`config.mk`:
```
export PLATFORM = sky130hd
export DESIGN_NAME = ffl_div
export DESIGN_NICKNAME = d
export VERILOG_FILES = /design/src/rtl/core/flat_face_lighting_unit_macros.svh /design/src/rtl/core/ffl_pkg.sv /design/src/rtl/core/ffl_div.sv
export SDC_FILE = /design/constraint.sdc
export NUM_CORES = 2
export LEC_CHECK = 0
export ABC_AREA = 1
export BUFFER_PORTS_ARGS = -buffer_cell sky130_fd_sc_hd__buf_2
export CAP_MARGIN = 0
export CORE_ASPECT_RATIO = 2
export CORE_MARGIN = 2
export CORE_UTILIZATION = 45
export CTS_CLUSTER_DIAMETER = 30
export CTS_CLUSTER_SIZE = 30
export DETAILED_ROUTE_END_ITERATION = 6
export HOLD_SLACK_MARGIN = 0.06
export PLACE_DENSITY = 0.64
export SLEW_MARGIN = 15
export SYNTH_ARGS = -nofsm -noshare
export SYNTH_HDL_FRONTEND = slang
export SYNTH_SLANG_ARGS = --single-unit
```
`constraint.sdc`:
```
create_clock -name clk -period 4.8 [get_ports clk]
set_clock_uncertainty 0.15 [all_clocks]
set_input_delay 0.24 -clock clk [delete_from_list [all_inputs] [get_ports clk]]
set_output_delay 0.24 -clock clk [all_outputs]
set_load 0.005 [all_outputs]
```
`src/rtl/core/flat_face_lighting_unit_macros.svh`:
```
// Assertion macros used by the flat face lighting unit.
`ifndef FLAT_FACE_LIGHTING_UNIT_MACROS_SVH
`define FLAT_FACE_LIGHTING_UNIT_MACROS_SVH

`ifndef ASSERT_OFF
`define FFL_ASSERT(name, prop) \
  name: assert property (@(posedge clk) disable iff (!rst_n) prop) \
    else $error("flat_face_lighting_unit: assertion failed");
`define FFL_ASSERT_NORST(name, prop) \
  name: assert property (@(posedge clk) prop) \
    else $error("flat_face_lighting_unit: reset assertion failed");
`else
`define FFL_ASSERT(name, prop)
`define FFL_ASSERT_NORST(name, prop)
`endif

`endif

```
`src/rtl/core/ffl_pkg.sv`:
```
`timescale 1ns / 1ps
`default_nettype none

package ffl_pkg;

  localparam int Axes     = 3;
  localparam int CoordW   = 16;
  localparam int EdgeW    = 17;
  localparam int ProdW    = 34;
  localparam int NormW    = 35;
  localparam int MagW     = 34;
  localparam int NrmW     = 30;
  localparam int SgnNrmW  = 31;
  localparam int SqrW     = 60;
  localparam int SqW      = 62;
  localparam int RootW    = 31;
  localparam int RemW     = 34;
  localparam int DirW     = 16;
  localparam int DotProdW = 47;
  localparam int DotW     = 48;
  localparam int QuotW    = 19;
  localparam int DivRemW  = 32;
  localparam int AmagW    = 15;
  localparam int IntenW   = 16;
  localparam int CProdW   = 31;
  localparam int ColorW   = 17;
  localparam int CfgIdxW  = 3;
  localparam int CfgDataW = 16;

  // The largest normalized magnitude has its leading one at this bit.
  localparam logic [5:0] NormTop = 6'd29;
  localparam logic [AmagW-1:0] AlignOne = 15'd16384;
  localparam logic [31:0] RoundHalf = 32'd8192;
  localparam logic signed [DirW-1:0] DirZReset = 16'sd16384;

  localparam logic [CfgIdxW-1:0] CfgLightKind = 3'd0;
  localparam logic [CfgIdxW-1:0] CfgIntenRed  = 3'd1;
  localparam logic [CfgIdxW-1:0] CfgIntenGrn  = 3'd2;
  localparam logic [CfgIdxW-1:0] CfgIntenBlu  = 3'd3;
  localparam logic [CfgIdxW-1:0] CfgDirX      = 3'd4;
  localparam logic [CfgIdxW-1:0] CfgDirY      = 3'd5;
  localparam logic [CfgIdxW-1:0] CfgDirZ      = 3'd6;

  typedef struct packed {
    logic            valid;
    logic            degen;
    logic            neg;
    logic [DotW-1:0] dmag;
  } ffl_sqrt_side_t;

  typedef struct packed {
    logic valid;
    logic degen;
    logic neg;
  } ffl_div_side_t;

  function automatic logic [4:0] msb17(input logic [16:0] v);
    logic [4:0] idx;
    idx = '0;
    for (int i = 0; i < 17; i++) begin
      if (v[i]) idx = 5'(i);
    end
    return idx;
  endfunction

endpackage

`default_nettype wire

```
`src/rtl/core/ffl_div.sv`:
```
`timescale 1ns / 1ps
`default_nettype none

// Restoring divider, one quotient bit per pipeline stage.
module ffl_div import ffl_pkg::*; (
  input  logic               clk,
  input  logic               rst_n,
  input  logic               en,
  input  logic [DotW-1:0]    num_in,
  input  logic [RootW-1:0]   den_in,
  input  ffl_div_side_t      side_in,
  output logic [QuotW-1:0]   quot_out,
  output ffl_div_side_t      side_out
);

  logic [DivRemW-1:0] rem_r  [QuotW];
  logic [QuotW-1:0]   low_r  [QuotW];
  logic [QuotW-1:0]   quot_r [QuotW];
  logic [RootW-1:0]   den_r  [QuotW];
  ffl_div_side_t      side_r [QuotW];

  genvar k;
  for (k = 0; k < QuotW; k++) begin : g_step
    logic [DivRemW-1:0] rem_cur;
    logic [DivRemW-1:0] rem_sh;
    logic [DivRemW-1:0] den_ext;
    logic [QuotW-1:0]   low_cur;
    logic [QuotW-1:0]   quot_cur;
    logic [RootW-1:0]   den_cur;
    ffl_div_side_t      side_cur;
    logic               ge;

    if (k == 0) begin : g_first
      // The quotient fits in QuotW bits, so the upper numerator bits start below the divisor.
      assign rem_cur  = DivRemW'(num_in >> QuotW);
      assign low_cur  = num_in[QuotW-1:0];
      assign quot_cur = '0;
      assign den_cur  = den_in;
      assign side_cur = side_in;
    end else begin : g_next
      assign rem_cur  = rem_r[k-1];
      assign low_cur  = low_r[k-1];
      assign quot_cur = quot_r[k-1];
      assign den_cur  = den_r[k-1];
      assign side_cur = side_r[k-1];
    end

    assign rem_sh  = {rem_cur[DivRemW-2:0], low_cur[QuotW-1]};
    assign den_ext = {1'b0, den_cur};
    assign ge      = rem_sh >= den_ext;

    always_ff @(posedge clk) begin
      if (en) begin
        rem_r[k]  <= ge ? rem_sh - den_ext : rem_sh;
        low_r[k]  <= low_cur << 1;
        quot_r[k] <= {quot_cur[QuotW-2:0], ge};
        den_r[k]  <= den_cur;
      end
      if (!rst_n) begin
        side_r[k] <= '0;
      end else if (en) begin
        side_r[k] <= side_cur;
      end
    end
  end

  assign quot_out = quot_r[QuotW-1];
  assign side_out = side_r[QuotW-1];

endmodule

`default_nettype wire
```
==> results by group, run 1 <==
Yosys
  – Synth Area in XOR/XNOR: 0.02169
  – Synth Instances: about 13000
  – Synthesized area: ~0.1 mm²
  – Syn avg cell area: about 7.6 µm²
  – Largest family of logic cells by synthesized area: simple AND/OR/NAND/NOR gates
  – Synth warn: 0
  – Syn Nets: about 14000
  – Yosys reg bits: approximately 1500
  – Synth Area in Simple Gates: 0.2968
  – Unique masters post-synth: 40
  – Compound-cell area share of the yosys netlist: 0.02427
  – Sequential share of the synthesized area: 0.4619
  – Post-synthesis mux area share: 0
  – Synth Area in Adders: 0.07738

Placement
  – Dpl cells: between 15000 and 20000
  – Pre-CTS setup slack: 0.8152 ns
  – DP Wirelength: 425600 µm
  – Global placement routability congestion: between 1 and 1.5
  – PortBufs: 106

Clocking
  – Post-CTS sizing: 0
  – CTS max path bufs: 4
  – Max H-tree Level: 5
  – Sink Count: 1534
  – Total CTS buffers: 273
  – CTS root buffer: clkbuf_16

Global routing
  – Largest net degree at the start of global routing: about 150
  – GRT Overall Usage: 0.6646
  – Total grt overflow: 4269
  – Global-route wire length before repair: between 1000000 and 1500000 µm
  – Vias in the first global route: around 120k

Floorplanning
  – Chip Height: 669.8 µm
  – Row Count: between 200 and 250
  – Die W: roughly 340 µm
  – IO Pins: about 110
  – Initial core utilization: 0.4519

Run status
  – Err: [ERROR GRT-0116] Global routing finished with congestion. Check the congestion regions in the DRC Viewer.
  – Status: aborted with a tool error
  – Stop stage: 5_1_grt
repair_timing:
| action | in CTS |
|---|---|
| setup buffers | 0 |
| hold endpoints to repair | 360 |
| hold buffers | 136 |
layer usage:
layer,GRT usage,GRT overflow
met1,0.5801,53
met5,0.1815,3
met3,0.4704,39
met4,0.7295,991
met2,0.9226,3183
per-stage QoR:
step | cell area, µm² | utilization
floorplan | 99740 | -
global placement | 104300 | 0.4724
detailed placement | 104300 | 0.4724
CTS | 114700 | 0.5195
cell usage after synthesis:
cell type	count	area, µm²
or2_0	15	93.84
nor2_2	24	150.1
o21a_1	1	7.510
and2_1	18	112.6
nand3_2	1	10.01
clkbuf_1	7	26.28
nand3_1	797	3989
inv_2	53	198.9
nor3b_1	1	7.510
or2_1	3	18.77
inv_1	2866	10760
o21ai_1	12	60.06
buf_2	71	355.3
a21oi_2	5	43.79
nor3_1	73	365.4
o211ai_1	1	7.510
nor2_1	774	2905
a21o_1	3	22.52
edfxtp_1	1534	46060
nor2_4	33	371.6
xnor2_1	3	26.28
ha_1	588	7357
o21ai_0	66	330.3
nand3b_1	40	300.3
or2_2	33	206.5
nand3_4	1	17.52
nand2_1	5243	19680
nand4_1	131	819.5
nand2_4	6	67.56
nor3_2	2	20.02
fa_1	18	360.4
nand4_2	1	12.51
a211oi_1	1	7.510
xor2_1	244	2137
o21bai_1	52	390.4
buf_6	38	427.9
nand2_2	48	300.3
a21oi_1	310	1551
and3_1	24	150.1
buf_4	1	7.510
cells by family after synthesis:
logic type / Yosys count
buffers and inverters: 3036
flip-flops: 1534
adder cells (fa/ha/maj): 606
AND/OR/NAND/NOR: 7268
AO/OA/AOI/OAI: 451
XOR/XNOR: 247
==> inputs of run 2 (changes only) <==
Settings changed: CORE_ASPECT_RATIO 2 to not set, CORE_UTILIZATION 45 to 30, CTS_CLUSTER_DIAMETER 30 to not set, CTS_CLUSTER_SIZE 30 to not set, HOLD_SLACK_MARGIN 0.06 to not set, PLACE_DENSITY 0.64 to not set, PLACE_DENSITY_LB_ADDON set to 0.15.
==> run 2 against run 1 <==
- area after synthesis unchanged
- the flow now finishes, with violations (design-rule violations)
- synthesized cell count unchanged
==> results by group, run 2 <==
Yosys
  – Synth warn: 0 (unchanged)
  – Top cells by area, synth: edfxtp_1, nand2_1, inv_1 (unchanged)
  – Post-synth ARST share: 0 (unchanged)
  – Syn Nets: 13830 (unchanged)
  – Synthesized area: 0.09974 mm² (unchanged)
  – Synth area leader: edfxtp_1 (unchanged)
  – Unique masters post-synth: 40 (unchanged)
  – Most numerous cell in the Yosys netlist: nand2_1 (unchanged)
  – Yosys top cell area share: 0.4619 (unchanged)
  – Yosys reg bits: 1534 (unchanged)
  – Top FF cell, synth: edfxtp_1 (unchanged)
  – Sequential share of the synthesized area: 0.4619 (unchanged)
  – Syn avg cell area: 7.589 µm² (unchanged)
  – EDFF count, synth: 1534 (unchanged)
  – Most common library cells after synthesis: nand2_1, inv_1, edfxtp_1 (unchanged)
  – Synth Instances: 13140 (unchanged)

Final layout
  – Commonest non-fill, non-tap cell in the layout: nand2_1
  – Syn-to-layout area delta: 12.92%
  – Final nets: 14180
  – Share of layout cells above drive strength 1: 0.04597
  – Largest regs: den_r (558), rem_r (558), quot_r (190)
  – Commonest cells after routing, fill and taps aside: nand2_1, inv_1, edfxtp_1

Clocking
  – CTS max path bufs: 4 (unchanged)
  – Post-CTS sizing: 0 (unchanged)
  – Total CTS buffers: 184 (was 273)
  – Reg clk slew, reported paths: 0.06 ns
  – CTS root buffer: clkbuf_16 (unchanged)
  – Sink Count: 1534 (unchanged)
  – Worst skew pair latency: 0.87 ns
  – CTS tree: built
  – Hold buffers post-CTS: 123 (was 136)
  – Max H-tree Level: 4 (was 5)
  – Post-CTS setup repair buffer count: 0 (unchanged)

Floorplanning
  – DIE AREA: between 0.3 and 0.4 mm²
  – Core Footprint: 0.3305 mm²
  – Chip Height: 580.6 µm (was 669.8 µm)
  – Initial core utilization: 0.3018 (was 0.4519)
  – Row Count: 211 (was 244)
  – Die W: 580.6 µm (was 336.9 µm)
  – IO Pins: 107 (unchanged)

Critical path
  – CP Class: reg -> reg
  – Critical Path Source Type: flop
  – Slowest library cell on the worst path: nand2_2
  – Buf/Inv on CP: 2
  – Largest fanout on the critical path: 35
  – Max stage delay on crit path: ~0.55 ns
  – Required time worst endpoint: 5.25 ns
  – CP Capture Type: flop
  – Worst path cell trace: ha_1 > nand2_1 > inv_1 > nand2_1 > nor3_1 > nand2_1 > nand3_1 > nand2_1 > nand2_2 > inv_2 > nand2_1 > nand2_1
  – Most common cell on crit path: nand2_1
  – Crit path DAT: 3.88 ns
  – Critical path's top delay family: simple AND/OR/NAND/NOR gates

Power
  – Max rail drop VDD: about 0.00028 V
  – Pleak: 0.05796 µW
  – PwrDens: roughly 610 mW/mm²

Hold path
  – Hold WC Path Type: in -> reg

Global routing
  – GRT Overall Usage: 0.1832
  – Vias in the first global route: 77910
  – Largest net degree at the start of global routing: about 170
  – Global-route wire length before repair: around 470000 µm
  – Total grt overflow: 0
  – Initial antenna violation count: 3

STA
  – Slew of the pin with the lowest slew margin: between 1 and 1.5 ns
  – Rel. slew slack: 0.2575
  – Fin crit share: 0.7148
  – Final setup margin: 1.369 ns
  – Fin Hold WS: between 0.03 and 0.04 ns
  – Min cycle time layout: ~3.4 ns
  – RSZ-0062 raised after global routing: false
  – Fmax: 291.5 MHz
  – Max-slew violations: 0
  – Setup_tns: 0 ns
  – Setup-failing EPs final: 0
  – Fin. Hold Viols: 0

Run status
  – Failing checks: design-rule violations
  – Status: complete, but fails checks (was aborted with a tool error)

Route
  – Final ANT Viol Nets: 0
  – Via count: around 79000
  – DRC viols: 6
  – Drt initial violations: between 5000 and 6000
  – Vias/cell: roughly 4.4
  – DR pass1 iterations: 7
  – Routed wire length: between 300000 and 400000 µm
  – Routed len/inst: 17.49 µm

Placement
  – Global placement routability congestion: 0.8996 (was 1.120)
  – DP Wirelength: 255700 µm (was 425600 µm)
  – Pre-CTS setup slack: 1.319 ns (was 0.8152 ns)
  – PortBufs: 106 (unchanged)

Job
  – Maxcap violations: 0
[run 2: per-stage QoR]
step	power (µW)	utilization	cells	instance area, µm²
finish	68910	0.3407	18010	112600
global route	74880	0.3407	18010	112600
CTS	69580	0.3407	18000	112600
detailed placement	54970	0.3189	17550	105400
global placement	55160	0.3189	17550	105400
floorplan	44380	-	13140	99740
[run 2: cell families (layout without fill, tap and decap cells)]
family          count (synthesis)  count (layout)  share of synthesized area
buf+inv                      3036            3532                     0.1180
flops                        1534            1534                     0.4619
fa+ha+maj                     606             606                    0.07738
compound gates                451             451                    0.02427
simple gates                 7268            7268                     0.2968
other cells                     0               4                          0
xor+xnor                      247             247                    0.02169
[run 2: cell type report]
cell class / instances / area (µm²)
Clock inverter: 106 / 1136
Clock buffer: 227 / 4851
Inverter: 2919 / 10960
Antenna cell: 4 / 10.01
Multi-Input combinational cell: 8572 / 41910
Tap cell: 4366 / 5463
Fill cell: 35360 / 217900
Timing Repair Buffer: 280 / 2235
Sequential cell: 1534 / 46060
[run 2: path summary, 6_finish.rpt]
kind	from	to	slack [ns]	cells past startpoint
worst max-delay path	rem_r[0][6]$_DFFE_PP_	rem_r[1][26]$_DFFE_PP_	1.37	12
worst max register to register	rem_r[0][6]$_DFFE_PP_	rem_r[1][26]$_DFFE_PP_	1.37	12
worst min-delay path	num_in[8]	low_r[0][8]$_DFFE_PP_	0.04	2
worst min register to register	low_r[13][14]$_DFFE_PP_	low_r[14][15]$_DFFE_PP_	0.26	0
[run 2: per-layer routing]
layer | global-route usage | share of wire | routed length, µm
met4 | 0.05169 | 0.029 | 9260
met5 | 0 | 0 | 0
met2 | 0.3015 | 0.45 | 143300
met3 | 0.01635 | 0.032 | 10210
met1 | 0.2557 | 0.48 | 152200
[run 2: report_power, final]
| part | switching, µW | total (µW) | leakage, µW | internal [µW] |
|---|---|---|---|---|
| sequential | 2990 | 22300 | 0.0151 | 19300 |
| clock | 5790 | 14100 | 0.00288 | 8270 |
| combinational | 22100 | 32600 | 0.0400 | 10500 |
| total | 30900 | 68900 | 0.0580 | 38000 |
Power figures use the tool's default switching activity.
